===== src/rtl/core/i2cm_pkg.sv =====
// Shared types and codes for the I2C master bit sequencer.
`default_nettype none

package i2cm_pkg;

  localparam int unsigned HalfBitW = 16;
  localparam logic [HalfBitW-1:0] HalfBitTicksRst = 16'd10;

  localparam logic [1:0] MODE_START = 2'd0;
  localparam logic [1:0] MODE_STOP  = 2'd1;
  localparam logic [1:0] MODE_WRITE = 2'd2;
  localparam logic [1:0] MODE_READ  = 2'd3;

  localparam logic [3:0] PH_IDLE   = 4'd0;
  localparam logic [3:0] PH_ST1    = 4'd1;
  localparam logic [3:0] PH_ST2    = 4'd2;
  localparam logic [3:0] PH_ST3    = 4'd3;
  localparam logic [3:0] PH_SP1    = 4'd4;
  localparam logic [3:0] PH_SP2    = 4'd5;
  localparam logic [3:0] PH_SP3    = 4'd6;
  localparam logic [3:0] PH_WR_HI  = 4'd7;
  localparam logic [3:0] PH_WR_LO  = 4'd8;
  localparam logic [3:0] PH_WR_AHI = 4'd9;
  localparam logic [3:0] PH_WR_END = 4'd10;
  localparam logic [3:0] PH_RD_HI  = 4'd11;
  localparam logic [3:0] PH_RD_LO  = 4'd12;
  localparam logic [3:0] PH_RD_AHI = 4'd13;
  localparam logic [3:0] PH_RD_END = 4'd14;

  localparam logic [3:0] BitsPerByte = 4'd8;

  typedef struct packed {
    logic       cmd_valid;
    logic [1:0] mode;
    logic [7:0] tx_byte;
    logic       ack_level;
    logic       sda_in;
  } tick_req_t;

  typedef struct packed {
    logic       scl_out;
    logic       sda_out;
    logic       sda_enable;
    logic       busy_res;
    logic       done_res;
    logic [7:0] rx_byte;
    logic       ack_seen;
  } tick_rsp_t;

endpackage

`default_nettype wire


===== src/rtl/core/i2cm_step.sv =====
// Bus sequencer state and the per-tick next-state logic.
`default_nettype none

module i2cm_step import i2cm_pkg::*; (
  input  wire logic                clk_i,
  input  wire logic                rst_ni,
  input  wire logic                step_i,
  input  wire tick_req_t           req_i,
  input  wire logic [HalfBitW-1:0] half_bit_ticks_i,
  output tick_rsp_t                rsp_o
);

  logic [3:0]          phase_q, phase_d;
  logic [3:0]          bit_count_q, bit_count_d;
  logic [7:0]          shift_q, shift_d;
  logic [HalfBitW-1:0] wait_q, wait_d;
  logic                ack_latch_q, ack_latch_d;
  logic                held_ack_q, held_ack_d;
  logic                scl_q, scl_d;
  logic                sda_q, sda_d;
  logic                en_q, en_d;
  logic [7:0]          rx_hold_q, rx_hold_d;
  logic                fin;
  logic                done;
  logic [HalfBitW-1:0] arm_ticks;

  assign arm_ticks = (half_bit_ticks_i == '0) ? HalfBitW'(1) : half_bit_ticks_i;

  always_comb begin
    phase_d     = phase_q;
    bit_count_d = bit_count_q;
    shift_d     = shift_q;
    wait_d      = wait_q;
    ack_latch_d = ack_latch_q;
    held_ack_d  = held_ack_q;
    scl_d       = scl_q;
    sda_d       = sda_q;
    en_d        = en_q;
    rx_hold_d   = rx_hold_q;
    fin         = 1'b0;
    done        = 1'b0;
    if (step_i) begin
      priority if (phase_q == PH_IDLE) begin
        if (req_i.cmd_valid) begin
          bit_count_d = 4'd0;
          unique case (req_i.mode)
            MODE_START: begin
              scl_d   = 1'b1;
              sda_d   = 1'b1;
              en_d    = 1'b1;
              phase_d = PH_ST1;
            end
            MODE_STOP: begin
              en_d    = 1'b1;
              sda_d   = 1'b0;
              phase_d = PH_SP1;
            end
            MODE_WRITE: begin
              en_d        = 1'b1;
              sda_d       = req_i.tx_byte[7];
              shift_d     = {req_i.tx_byte[6:0], 1'b0};
              bit_count_d = 4'd1;
              phase_d     = PH_WR_HI;
            end
            default: begin
              en_d       = 1'b0;
              shift_d    = 8'd0;
              held_ack_d = req_i.ack_level;
              phase_d    = PH_RD_HI;
            end
          endcase
          wait_d = arm_ticks;
        end
      end else if (wait_q > HalfBitW'(1)) begin
        wait_d = wait_q - HalfBitW'(1);
      end else begin
        unique case (phase_q)
          PH_ST1: begin
            sda_d   = 1'b0;
            phase_d = PH_ST2;
          end
          PH_ST2: begin
            scl_d   = 1'b0;
            phase_d = PH_ST3;
          end
          PH_ST3: fin = 1'b1;
          PH_SP1: begin
            scl_d   = 1'b1;
            phase_d = PH_SP2;
          end
          PH_SP2: begin
            sda_d   = 1'b1;
            phase_d = PH_SP3;
          end
          PH_SP3: begin
            en_d = 1'b0;
            fin  = 1'b1;
          end
          PH_WR_HI: begin
            scl_d   = 1'b1;
            phase_d = PH_WR_LO;
          end
          PH_WR_LO: begin
            scl_d = 1'b0;
            if (bit_count_q < BitsPerByte) begin
              sda_d       = shift_q[7];
              shift_d     = {shift_q[6:0], 1'b0};
              bit_count_d = bit_count_q + 4'd1;
              phase_d     = PH_WR_HI;
            end else begin
              en_d    = 1'b0;
              phase_d = PH_WR_AHI;
            end
          end
          PH_WR_AHI: begin
            scl_d       = 1'b1;
            ack_latch_d = req_i.sda_in;
            phase_d     = PH_WR_END;
          end
          PH_WR_END: begin
            scl_d = 1'b0;
            fin   = 1'b1;
          end
          PH_RD_HI: begin
            scl_d       = 1'b1;
            shift_d     = {shift_q[6:0], req_i.sda_in};
            bit_count_d = bit_count_q + 4'd1;
            phase_d     = PH_RD_LO;
          end
          PH_RD_LO: begin
            scl_d = 1'b0;
            if (bit_count_q < BitsPerByte) begin
              phase_d = PH_RD_HI;
            end else begin
              en_d    = 1'b1;
              sda_d   = held_ack_q;
              phase_d = PH_RD_AHI;
            end
          end
          PH_RD_AHI: begin
            scl_d   = 1'b1;
            phase_d = PH_RD_END;
          end
          PH_RD_END: begin
            scl_d     = 1'b0;
            en_d      = 1'b0;
            rx_hold_d = shift_q;
            fin       = 1'b1;
          end
          default: fin = 1'b1;
        endcase
        if (fin) begin
          phase_d = PH_IDLE;
          wait_d  = '0;
        end else begin
          wait_d = arm_ticks;
        end
        done = fin;
      end
    end
  end

  always_ff @(posedge clk_i or negedge rst_ni) begin
    if (!rst_ni) begin
      phase_q     <= PH_IDLE;
      bit_count_q <= 4'd0;
      shift_q     <= 8'd0;
      wait_q      <= '0;
      ack_latch_q <= 1'b0;
      held_ack_q  <= 1'b1;
      scl_q       <= 1'b1;
      sda_q       <= 1'b1;
      en_q        <= 1'b0;
      rx_hold_q   <= 8'd0;
    end else begin
      phase_q     <= phase_d;
      bit_count_q <= bit_count_d;
      shift_q     <= shift_d;
      wait_q      <= wait_d;
      ack_latch_q <= ack_latch_d;
      held_ack_q  <= held_ack_d;
      scl_q       <= scl_d;
      sda_q       <= sda_d;
      en_q        <= en_d;
      rx_hold_q   <= rx_hold_d;
    end
  end

  always_comb begin
    rsp_o.scl_out    = scl_d;
    rsp_o.sda_out    = sda_d;
    rsp_o.sda_enable = en_d;
    rsp_o.busy_res   = (phase_d != PH_IDLE);
    rsp_o.done_res   = done;
    rsp_o.rx_byte    = rx_hold_d;
    rsp_o.ack_seen   = ack_latch_d;
  end

endmodule

`default_nettype wire


===== src/rtl/core/i2c_master_bit_sequencer.sv =====
// Top level of the tick-driven I2C master bit sequencer.
`default_nettype none

// Each request is one tick of bus timing and yields exactly one response carrying the
// SCL and SDA line levels, SDA drive enable, busy and done flags, the last received
// byte and the last write ack. A request is registered on acceptance, stepped through
// the sequencer when the output can accept it, and its response is held in an output
// register, so one request is taken per cycle unless the output stalls. The edge
// spacing register is written through cfg_we_i while the bus is idle, which the user
// must ensure as the block does not enforce it; a value of zero acts as one tick.

module i2c_master_bit_sequencer import i2cm_pkg::*; (
  input  wire logic                clk_i,
  input  wire logic                rst_ni,
  input  wire logic                in_valid_i,
  output logic                     in_stall_o,
  input  wire tick_req_t           in_req_i,
  output logic                     out_valid_o,
  input  wire logic                out_stall_i,
  output tick_rsp_t                out_rsp_o,
  input  wire logic                cfg_we_i,
  input  wire logic [HalfBitW-1:0] cfg_wdata_i
);

  logic                in_valid_q;
  tick_req_t           in_req_q;
  logic                out_valid_q;
  tick_rsp_t           out_rsp_q;
  logic [HalfBitW-1:0] half_bit_q;
  logic                out_ready;
  logic                step;
  tick_rsp_t           step_rsp;

  assign out_ready  = !out_valid_q || !out_stall_i;
  assign step       = in_valid_q && out_ready;
  assign in_stall_o = in_valid_q && !out_ready;

  always_ff @(posedge clk_i or negedge rst_ni) begin
    if (!rst_ni) begin
      half_bit_q <= HalfBitTicksRst;
    end else if (cfg_we_i) begin
      half_bit_q <= cfg_wdata_i;
    end
  end

  always_ff @(posedge clk_i or negedge rst_ni) begin
    if (!rst_ni) begin
      in_valid_q <= 1'b0;
    end else if (in_valid_i && !in_stall_o) begin
      in_valid_q <= 1'b1;
    end else if (step) begin
      in_valid_q <= 1'b0;
    end
  end

  always_ff @(posedge clk_i) begin
    if (in_valid_i && !in_stall_o) begin
      in_req_q <= in_req_i;
    end
  end

  i2cm_step u_step (
    .clk_i           (clk_i),
    .rst_ni          (rst_ni),
    .step_i          (step),
    .req_i           (in_req_q),
    .half_bit_ticks_i(half_bit_q),
    .rsp_o           (step_rsp)
  );

  always_ff @(posedge clk_i or negedge rst_ni) begin
    if (!rst_ni) begin
      out_valid_q <= 1'b0;
    end else if (out_ready) begin
      out_valid_q <= step;
    end
  end

  always_ff @(posedge clk_i) begin
    if (step) begin
      out_rsp_q <= step_rsp;
    end
  end

  assign out_valid_o = out_valid_q;
  assign out_rsp_o   = out_rsp_q;

endmodule

`default_nettype wire

===== config.mk =====
export PLATFORM = sky130hd
export DESIGN_NAME = i2c_master_bit_sequencer
export DESIGN_NICKNAME = d
export VERILOG_FILES = /design/src/rtl/core/i2cm_pkg.sv /design/src/rtl/core/i2cm_step.sv /design/src/rtl/core/i2c_master_bit_sequencer.sv
export SDC_FILE = /design/constraint.sdc
export NUM_CORES = 1
export LEC_CHECK = 0
export ABC_AREA = 1
export ABC_CLOCK_PERIOD_IN_PS = 4300
export BUFFER_PORTS_ARGS = -buffer_cell sky130_fd_sc_hd__buf_2
export CAP_MARGIN = 20
export CORE_AREA = 2 2 112 114
export CTS_BUF_LIST = sky130_fd_sc_hd__clkbuf_4 sky130_fd_sc_hd__clkbuf_8
export CTS_CLUSTER_DIAMETER = 200
export DETAILED_ROUTE_END_ITERATION = 10
export DIE_AREA = 0 0 114 116
export SETUP_SLACK_MARGIN = 0.1
export SLEW_MARGIN = 10
export SYNTH_ARGS = -nofsm -noshare
export SYNTH_HDL_FRONTEND = slang
export SYNTH_SLANG_ARGS = --single-unit

===== constraint.sdc =====
create_clock -name clk_i -period 4.3 [get_ports clk_i]
set_input_delay 0.43 -clock clk_i [delete_from_list [all_inputs] [get_ports clk_i]]
set_output_delay 0.43 -clock clk_i [all_outputs]
set_load 0.03 [all_outputs]

# Word-level counts from Yosys, hierarchy flattened
# Index checks and enable logic that the tools add are counted.
# totals
ff_bits	90
in_bits	34
out_inout_bits	16
elab_cells	136
# classes
add_sub_neg	2
n_lt_le_gt_ge	2
n_eq_ne	19
n_mux	62
bitwise_logic	1
reduce_logical	25
# ops
cell	n
16-bit 2-to-1 mux	5
8-bit 2-to-1 mux	8
4-bit 2-to-1 mux	10
4-bit one-hot mux with 10 select lines	1
8-bit one-hot mux with 2 select lines	2
1-bit 2-to-1 mux	29
4-bit == test, second input constant	7
4-bit by 3-bit == test with 1-bit output, second input constant	4
16-bit by 1-bit greater-than comparator with 1-bit output, second input constant	1
16-bit zero test	1
16-bit by 1-bit subtractor with 16-bit output, second input constant	1
4-bit one-hot mux with 3 select lines	1
10-bit OR reduction	1
5-bit OR reduction	2
4-bit one-hot mux with 2 select lines	1
1-bit one-hot mux with 3 select lines	2
6-bit AND reduction	1
2-bit OR reduction	3
5-bit AND reduction	1
4-bit by 1-bit adder with 4-bit output, second input constant	1
4-bit by 1-bit == test with 1-bit output, second input constant	1
4-bit by 2-bit == test with 1-bit output, second input constant	1
1-bit zero test	4
4-bit zero test	1
other kinds (19)	22

# Longest topological paths before layout
# Gate-level depths: netlist of run 1.
# depth
depth_word	11
ltp_mapped	14
depth_no_buf	13

# By module
# Synthesis of run 1 repeated with hierarchy kept, for this count alone.
# unflattened
hier_cells	590
area_unflattened_um2	4904.7
# modules_own_cells
module	n_inst	cells_per_inst	area_per_inst_um2	seq_area_each_um2
i2cm_step	1	484	3352.0	1129.8
i2c_master_bit_sequencer	1	106	1552.7	1263.7

# Least setup slack after synthesis of run 1
# OpenSTA, ideal clock, no wires.
# synth_path
path_kind	reg2reg
from	register out_valid_q (netlist: out_valid_o)
to	register out_rsp_q (netlist bit out_rsp_o[7]) (data pin)
setup_ps	262
arrival_ps	1754
required_time_ps	4038
setup_slack_ps	2283
path_stages_with_launch	8
n_path_buf	1
synth_period_minus_slack_ps	2017
path_cell_list	dfrtp_1 a21oi_4 inv_2 nor3_1 nand2_2 buf_2 nand2_1 o21ai_1
# synth_rtl
element	line	source
start: declaration	i2c_master_bit_sequencer.sv:27	logic out_valid_q;
start signal: assignment	i2c_master_bit_sequencer.sv:75	out_valid_q <= step;
end signal: assignment	i2c_master_bit_sequencer.sv:81	out_rsp_q <= step_rsp;
end: declaration	i2c_master_bit_sequencer.sv:28	tick_rsp_t out_rsp_q;

==> impl_metrics.ini, run 1 <==
[setup_path]
arrival_ns = 2.41
path_max_fanout = 22
cp-end-kind = flip-flop
setup.worst_path.start_class = flip-flop
cp.required_ns = 4.41
crit_type = flip-flop to flip-flop

[die]
ios = 50
die_height_um = 116
dieArea_mm2 = 0.0132
die_w_um = 114
core_mm2 = 0.0119
row_count = 40
start_util_pct = 39.7

[grt]
globalRouteTotalUtil_pct = 17.5
antenna_found_initial = 0
grt-ovfl-total = 0
first_global_vias = 3676
grt_pass1_wl_um = 18100
grt_max_degree = 36

[cts]
clk_path_buf_depth = 2
clk_latency_ns = 0.36
cts_tree = yes
cts_hold_buffers = 0
cts_max_level = 3
post_cts_buffers = 0
numCtsBuffers = 9
ctsResizeCount = 0
cts_root_buf = clkbuf_8
clock_sinks = 90
path_clk_slew_ns = 0.09

[finish]
diodes = 0
layout-drive-gt1-share_pct = 17.0
final_nets = 653
area_delta_synth_final_pct = 11.5
fin_cells = 763
fillCellCount = 1199

[synth]
synth_area_leaders = dfrtp_1 (31%), edfxtp_1 (17%), nand2_1 (13%)
syn_avg_cell_area_um2 = 8.34
synth.area.mux_share_pct = 0.714
ys_types = 40
yosys.area.top_type = dfrtp_1
synthTopCellsByCount = nand2_1 (160), inv_1 (62), dfrtp_1 (58), o21ai_0 (50), nor2_1 (38)
syn_area_mm2 = 0.00473
synthFlopType = dfrtp_1
yosysTopAreaCellShare_pct = 30.7
synth_compound_area_share_pct = 11.5
synthXorXnorAreaFrac_pct = 1.67
synth-edff-count = 27
synth_nets = 609
synthCells = 567
ys_seq_area_share_pct = 50.6
yosys.area_share.simple_pct = 26.0
synthAdderAreaFrac_pct = 2.12
async_reset_ff_share_pct = 70.0
synth-seq-cells = 90
ys_warn_count = 0
synthMostInstantiatedCell = nand2_1
synth_top_family_by_area = simple AND/OR/NAND/NOR gates

[power_and_ir_drop]
peakVddDrop_mv = 0.196
power_density_mw_per_mm2 = 469
total_power_w = 0.00247
p_leak_nw = 2.54

[place]
dp_cells = 747
hpwl_um = 7630
port_buffers = 49
gp_congestion = 0.851

[timing]
hold_slack_ns = 0.141
worst_pin_slew_ns = 0.865
grt_setup_unrepaired = false
slew_viol_final = 0
min_period_ns = 2.29
setup_violations = 0
slew_headroom_pct = 42.2
finalCritPeriodShare_pct = 53.4
tns_ns = 0
max_freq_ghz = 0.436
hold_viol_final = 0
finClkSkew_ns = 0.00853

[detailed_routing]
first_pass_iters = 5
dr_total_vias = 3806
drtIter0Drc = 311
wl_per_cell_um = 13.8
ant_nets = 0
wirelength_um = 10500
via_per_inst = 4.99
route.detailed.drc = 0

[status]
status = complete, no violations

[flow_run]
drv_cap = 0

[min_path]
worstHoldPathType = input port to async pin
[cell type report]
type                       count  area [um^2]  share of cell area [%]
clock inverter                 7         73.8                    1.40
tap                          147          184                    3.49
inverter                      68          258                    4.89
sequential                    90         2390                    45.4
clock buffer                   9          124                    2.35
timing repair buffer          50          253                    4.79
multi-input combinational    392         1990                    37.7
[worst paths after layout]
check	from	slack, ns	cells after the start	to
max in group asynchronous	rst_ni	3.22	2	u_step.scl_q
min in group clk_i	in_req_i[12]	0.23	1	in_req_q[12]
worst max register to register	out_valid_o	2.01	6	out_rsp_o[6]
worst max-delay path	out_valid_o	2.01	6	out_rsp_o[6]
worst min register to register	u_step.held_ack_q	0.48	2	u_step.held_ack_q
worst min-delay path	rst_ni	0.14	1	half_bit_q[5]
[sequential cells by signal (all words and copies together), names as in the netlist, 4 cells and up]
register and flops:
u_step.phase_q 4, u_step.shift_q 8, u_step.rx_hold_q 8, u_step.wait_q 16
u_step.bit_count_q 4, out_rsp_o 14, half_bit_q 16, in_req_q 13
[placed cells by master (no fill, tap or decap), types with 20 or more instances in the layout]
master,Yosys,final
nand2_1,160,160
nor2_1,38,38
nand3_1,36,36
a21oi_1,24,24
edfxtp_1,27,27
o21ai_0,50,50
dfrtp_1,58,58
inv_1,62,62
buf_2,5,49
o21ai_1,20,20
[layer usage]
layer	vias to the layer above	share of wire, %	track usage [%]
met2	119	44	26.5
met3	11	5.6	2.82
li1	1942	-	-
met1	1734	49	25.7
met5	-	0	0
met4	0	1.3	5.85
[cell families (layout without fill, tap and decap cells)]
kind of cell / after synthesis / count (layout)
compound gates: 102 / 102
simple gates: 270 / 270
buf+inv: 85 / 134
fa+ha+maj: 8 / 8
mux: 3 / 3
xor+xnor: 9 / 9
flops: 90 / 90
[critical path, cell delays in order, from the launching register on]
cell and delay [ns]:
dfrtp_1 0.43, a21oi_4 0.70, inv_2 0.20, nor3_1 0.26, nand2_2 0.24, nand2_1 0.12, o21ai_1 0.08
[where the power goes]
group	leakage [nW]	switching, W	internal [W]
clock	0.102	0.000321	0.000273
sequential	0.996	0.000128	0.00105
combinational	1.44	0.000464	0.000243
[through the flow]
stage / setup slack [ns] / utilization [%] / instance area, um^2
3_3_place_gp: 1.91 / 42.6 / 5070
6_report: 2.01 / 44.3 / 5270
3_5_place_dp: 1.85 / 42.6 / 5070
4_1_cts: 1.97 / 44.3 / 5270
2_1_floorplan: 2.28 / - / 4730
5_1_grt: 1.79 / 44.3 / 5270
(Power assumes the default switching activity.)
==> inputs of run 2 (changes only) <==
ABC_CLOCK_PERIOD_IN_PS = 2000   (was 4300)
clock period = 2 ns   (was 4.3 ns; I/O delays follow)
==> run 2 against run 1 <==
Net effect:
- cell count is 5.2% higher
- non-clock buffer count grew 39
- routed wire length rose by 7.3%
- maximum frequency rose by 31%
- clock skew up 0.0057 ns
- total power grew 120%
==> impl_metrics.ini, run 2 (synthesized netlist as in run 1, its figures left out) <==
[setup_path]
worst_path_largest_cell_delay_ns = 0.42
arrival_ns = 1.89
ff2ff_path_depth = 11
worst_path_most_repeated_cell = nand2_1
crit_type = flip-flop to flip-flop
path_max_fanout = 6
slowest_stage = dfrtp_1
cp.required_ns = 2.14
crit_chain = inv_2 -> ha_4 -> nand2_4 -> nor2_4 -> nand2_2 -> nand3_4 -> nand2_1 -> nand2_1 -> nand2_1 -> a21oi_1 -> nand2_1
setup.worst_path.start_class = flip-flop
cp-end-kind = flip-flop

[timing]
slew_headroom_pct = 64.7
hold_slack_ns = 0.0151
grt_setup_unrepaired = true
setup_violations = 0
worst_pin_slew_ns = 0.529
finClkSkew_ns = 0.0142
hold_viol_final = 0
max_freq_ghz = 0.571
finalCritPeriodShare_pct = 87.6
post-route-worst-setup-slack_ns = 0.248
slew_viol_final = 0
min_period_ns = 1.75
tns_ns = 0

[cts]
numCtsBuffers = 9
clock_sinks = 90
clk_latency_ns = 0.37
cts_max_level = 3
cts_root_buf = clkbuf_8
clk_path_buf_depth = 2
path_clk_slew_ns = 0.10
cts_tree = yes

[die]
row_count = 40
ios = 50
dieArea_mm2 = 0.0132
core_mm2 = 0.0119
die_height_um = 116
start_util_pct = 39.7
die_w_um = 114

[min_path]
worstHoldPathType = input port to flip-flop
min_path_cells = 1

[finish]
layout_common_cells = nand2_1 (155), inv_1 (58), dfrtp_1 (53)
diodes = 0
multi_input_area_mm2 = 0.00208
fillCellCount = 1168
register_area_mm2 = 0.00240
layout-drive-gt1-share_pct = 24.1
final_nets = 693
area_delta_synth_final_pct = 21.0
final_common_cell = nand2_1

[detailed_routing]
drtIter0Drc = 196
wl_per_cell_um = 14.0
wirelength_um = 11300
route.detailed.drc = 0
ant_nets = 0
via_per_inst = 5.00
first_pass_iters = 5
dr_total_vias = 4017

[grt]
first_global_vias = 3887
antenna_found_initial = 0
grt_max_degree = 64
globalRouteTotalUtil_pct = 18.0
grt-ovfl-total = 0
grt_pass1_wl_um = 18600

[flow_run]
drv_cap = 0

[place]
pre_cts_ws_ns = 0.0504
hpwl_um = 8080
gp_congestion = 0.894
port_buffers = 49

[status]
status = complete, no violations

[power_and_ir_drop]
p_leak_nw = 2.75
peakVddDrop_mv = 0.514
power_density_mw_per_mm2 = 957
-- run 2: layout make-up --
cell class	instances	share of cell area [%]
Clock buffer	10	2.30
Clock inverter	6	0.897
Inverter	68	4.55
Multi-Input combinational cell	393	36.4
Sequential cell	90	42.0
Tap cell	147	3.22
Timing Repair Buffer	89	10.7
-- run 2: what timing repair did --
action / CTS / global route
pin swaps: 0 / 7
gates resized for setup: 4 / 29
endpoints found under the hold margin: 70 / 0
cloned: 0 / 1
endpoints found under the setup margin: 14 / 41
hold buffers: 13 / 0
buffers inserted: 0 / 4
-- run 2: metal layers --
metal	part of all wire [%]	track usage [%]	vias up
met5	0	0	-
met4	1.7	5.69	0
met3	3.8	3.45	18
met2	46	28.1	67
met1	49	25.3	1917
li1	-	-	2015
-- run 2: where the power goes --
| group | switching, W | internal [W] |
|---|---|---|
| combinational | 0.00110 | 0.000663 |
| sequential | 0.000277 | 0.00225 |
| clock | 0.000698 | 0.000483 |
| total | 0.00207 | 0.00340 |
-- run 2: worst max-delay path, delay by kind of cell (launching register included) --
| family | cells | cell delay [ns] |
|---|---|---|
| fa+ha+maj | 1 | 0.16 |
| simple gates | 8 | 0.72 |
| compound gates | 1 | 0.13 |
| buf+inv | 1 | 0.10 |
| flops | 1 | 0.42 |
-- run 2: worst paths after layout --
path                              startpoint                end  slack [ns]
min in group asynchronous             rst_ni     half_bit_q[14]        0.37
min reg2reg                u_step.held_ack_q  u_step.held_ack_q        0.49
min                              in_req_i[3]        in_req_q[3]        0.02
max in group asynchronous             rst_ni  u_step.held_ack_q        1.30
max                         u_step.wait_q[0]      out_rsp_o[10]        0.25
max reg2reg                 u_step.wait_q[0]      out_rsp_o[10]        0.25
-- run 2: through the flow --
step | cells | utilization [%] | power (W) | cell area, um^2
floorplan | 567 | - | 0.00368 | 4740
global placement | 769 | 44.2 | 0.00416 | 5270
detailed placement | 769 | 44.2 | 0.00418 | 5270
CTS | 798 | 47.0 | 0.00539 | 5600
global route | 803 | 48.0 | 0.00585 | 5720
finish | 803 | 48.0 | 0.00547 | 5720
==> inputs of run 3 (changes only) <==
PLACE_DENSITY = 0.57   (was not set)
==> run 3 against run 2 <==
Net effect:
- total power increased by 3.8%
- flip-flop and latch count unchanged
- global-route usage increased by 0.36 points
- clock skew about the same
- largest power group unchanged
- hold slack got worse by 0.0027 ns
- highest routed layer unchanged
- largest cell class unchanged
- via count decreased by 0.32%
- routed wire length increased by 3.3%
- critical path depth unchanged
- cell count increased by 0.37%
- setup slack got worse by 0.053 ns
- sequential share of layout area decreased by 0.20 points
==> impl_metrics.ini, run 3 (synthesized netlist as in run 1, its figures left out) <==
[setup_path]
slowest_stage = dfrtp_1
worst_path_largest_cell_delay_ns = 0.41
cp.required_ns = 2.12
worst_path_most_repeated_cell = nand2_1
crit_chain = inv_2 -> ha_1 -> nand2_2 -> nor2_2 -> nand2_2 -> nand3_4 -> nand2_1 -> nand2_1 -> nand2_1 -> a21oi_1 -> nand2_1
crit_type = flip-flop to flip-flop
crit_family = simple AND/OR/NAND/NOR gates
cp-end-kind = flip-flop
setup.worst_path.start_class = flip-flop
critPathBufInv = 1
path_max_fanout = 5
arrival_ns = 1.92

[die]
die_height_um = 116
ios = 50
start_util_pct = 39.7
row_count = 40
dieArea_mm2 = 0.0132
core_mm2 = 0.0119
die_w_um = 114

[status]
status = complete, no violations

[place]
hpwl_um = 8540
port_buffers = 49
gp_congestion = 0.871

[timing]
finalCritPeriodShare_pct = 90.2
hold_viol_final = 0
setup_violations = 0
tns_ns = 0
slew_viol_final = 0
hold_slack_ns = 0.0124
finClkSkew_ns = 0.0140
max_freq_ghz = 0.554
slew_headroom_pct = 63.7
grt_setup_unrepaired = false
min_period_ns = 1.80
worst_pin_slew_ns = 0.545

[grt]
use_met2_pct = 29.4
first_global_vias = 3851
grt_use_met3_pct = 2.82
globalRouteTotalUtil_pct = 18.3
grt_max_degree = 43
grt_pass1_wl_um = 19000
met1_usage_pct = 26.2
busiest_layer = met2
antenna_found_initial = 0
grt-ovfl-total = 0

[detailed_routing]
wl_per_cell_um = 14.4
wirelength_um = 11600
dr_total_vias = 4004
via_per_inst = 4.97
ant_nets = 0
drtIter0Drc = 249
first_pass_iters = 5
route.detailed.drc = 0

[power_and_ir_drop]
intPower_w = 0.00358
switching_share_pct = 36.9
p_leak_nw = 2.77
peakVddDrop_mv = 0.484
pwr-share-clk_pct = 22.5
power_density_mw_per_mm2 = 988
switchingPower_w = 0.00210
combPwrFrac_pct = 33.3
seqPwrFrac_pct = 44.1

[finish]
fillCellCount = 1185
layout_common_cells = nand2_1 (154), inv_1 (57), dfrtp_1 (53)
final_nets = 696
area_delta_synth_final_pct = 21.5
layout-drive-gt1-share_pct = 25.2
final_common_cell = nand2_1
diodes = 0

[cts]
cts_tree = yes
cts_max_level = 3
clock_sinks = 90
path_clk_slew_ns = 0.10
clk_path_buf_depth = 2
cts_root_buf = clkbuf_8
clk_latency_ns = 0.36
numCtsBuffers = 9

[min_path]
worstHoldPathType = input port to flip-flop

[flow_run]
drv_cap = 0
run 3: final timing paths:
check                                   from                 to  slack, ns  cells past startpoint
hold / removal                  in_req_i[10]       in_req_q[10]       0.01                      1
max in group asynchronous             rst_ni  u_step.held_ack_q       0.98                      3
setup / recovery            u_step.wait_q[1]      out_rsp_o[10]       0.20                     11
hold reg to reg            u_step.held_ack_q  u_step.held_ack_q       0.49                      2
setup reg to reg            u_step.wait_q[1]      out_rsp_o[10]       0.20                     11
min in group asynchronous             rst_ni      half_bit_q[5]       0.35                      2
run 3: area by class of cell:
cell class,count,area (um^2),share of cell area (%)
Sequential cell,90,2400,41.8
Tap cell,147,184,3.20
Inverter,68,260,4.53
Timing Repair Buffer,92,617,10.7
Multi-Input combinational cell,393,2080,36.2
Clock buffer,10,131,2.29
Clock inverter,6,72.6,1.26
run 3: worst register-to-register path: stages, from the launching register on:
cell     delay (ns)
dfrtp_1        0.41
inv_2          0.09
ha_1           0.16
nand2_2        0.09
nor2_2         0.14
nand2_2        0.11
nand3_4        0.15
nand2_1        0.08
nand2_1        0.06
nand2_1        0.07
a21oi_1        0.12
nand2_1        0.07
run 3: power groups by stage:
stage	registers [W]	logic, W	clock network (W)
after floorplan	0.00256	0.00112	0
after global placement	0.00252	0.00168	0
after detailed placement	0.00253	0.00170	0
after CTS	0.00250	0.00174	0.00130
after global routing	0.00254	0.00211	0.00137
final	0.00251	0.00189	0.00128
run 3: repair_timing:
action,4_1_cts,5_1_grt
endpoints found under the hold margin,23,3
gates resized for setup,7,27
setup buffers,2,7
pin swaps,0,7
endpoints found under the setup margin,20,38
cloned,0,1
hold buffers,5,3
run 3: metal layers:
metal	up-vias	wire, um
met5	-	0
met4	0	123
met3	10	484
met2	88	5270
met1	1886	5750
li1	2020	-
run 3: through the flow:
step / cell area [um^2] / cells / setup slack, ns / total power, W / utilization, %
floorplan: 4740 / 567 / 0.109 / 0.00368 / -
global placement: 5280 / 772 / 0.0336 / 0.00420 / 44.3
detailed placement: 5280 / 772 / 0.00909 / 0.00422 / 44.3
CTS: 5570 / 795 / 0.105 / 0.00553 / 46.8
global route: 5750 / 806 / 0.0908 / 0.00603 / 48.3
finish: 5750 / 806 / 0.195 / 0.00568 / 48.3
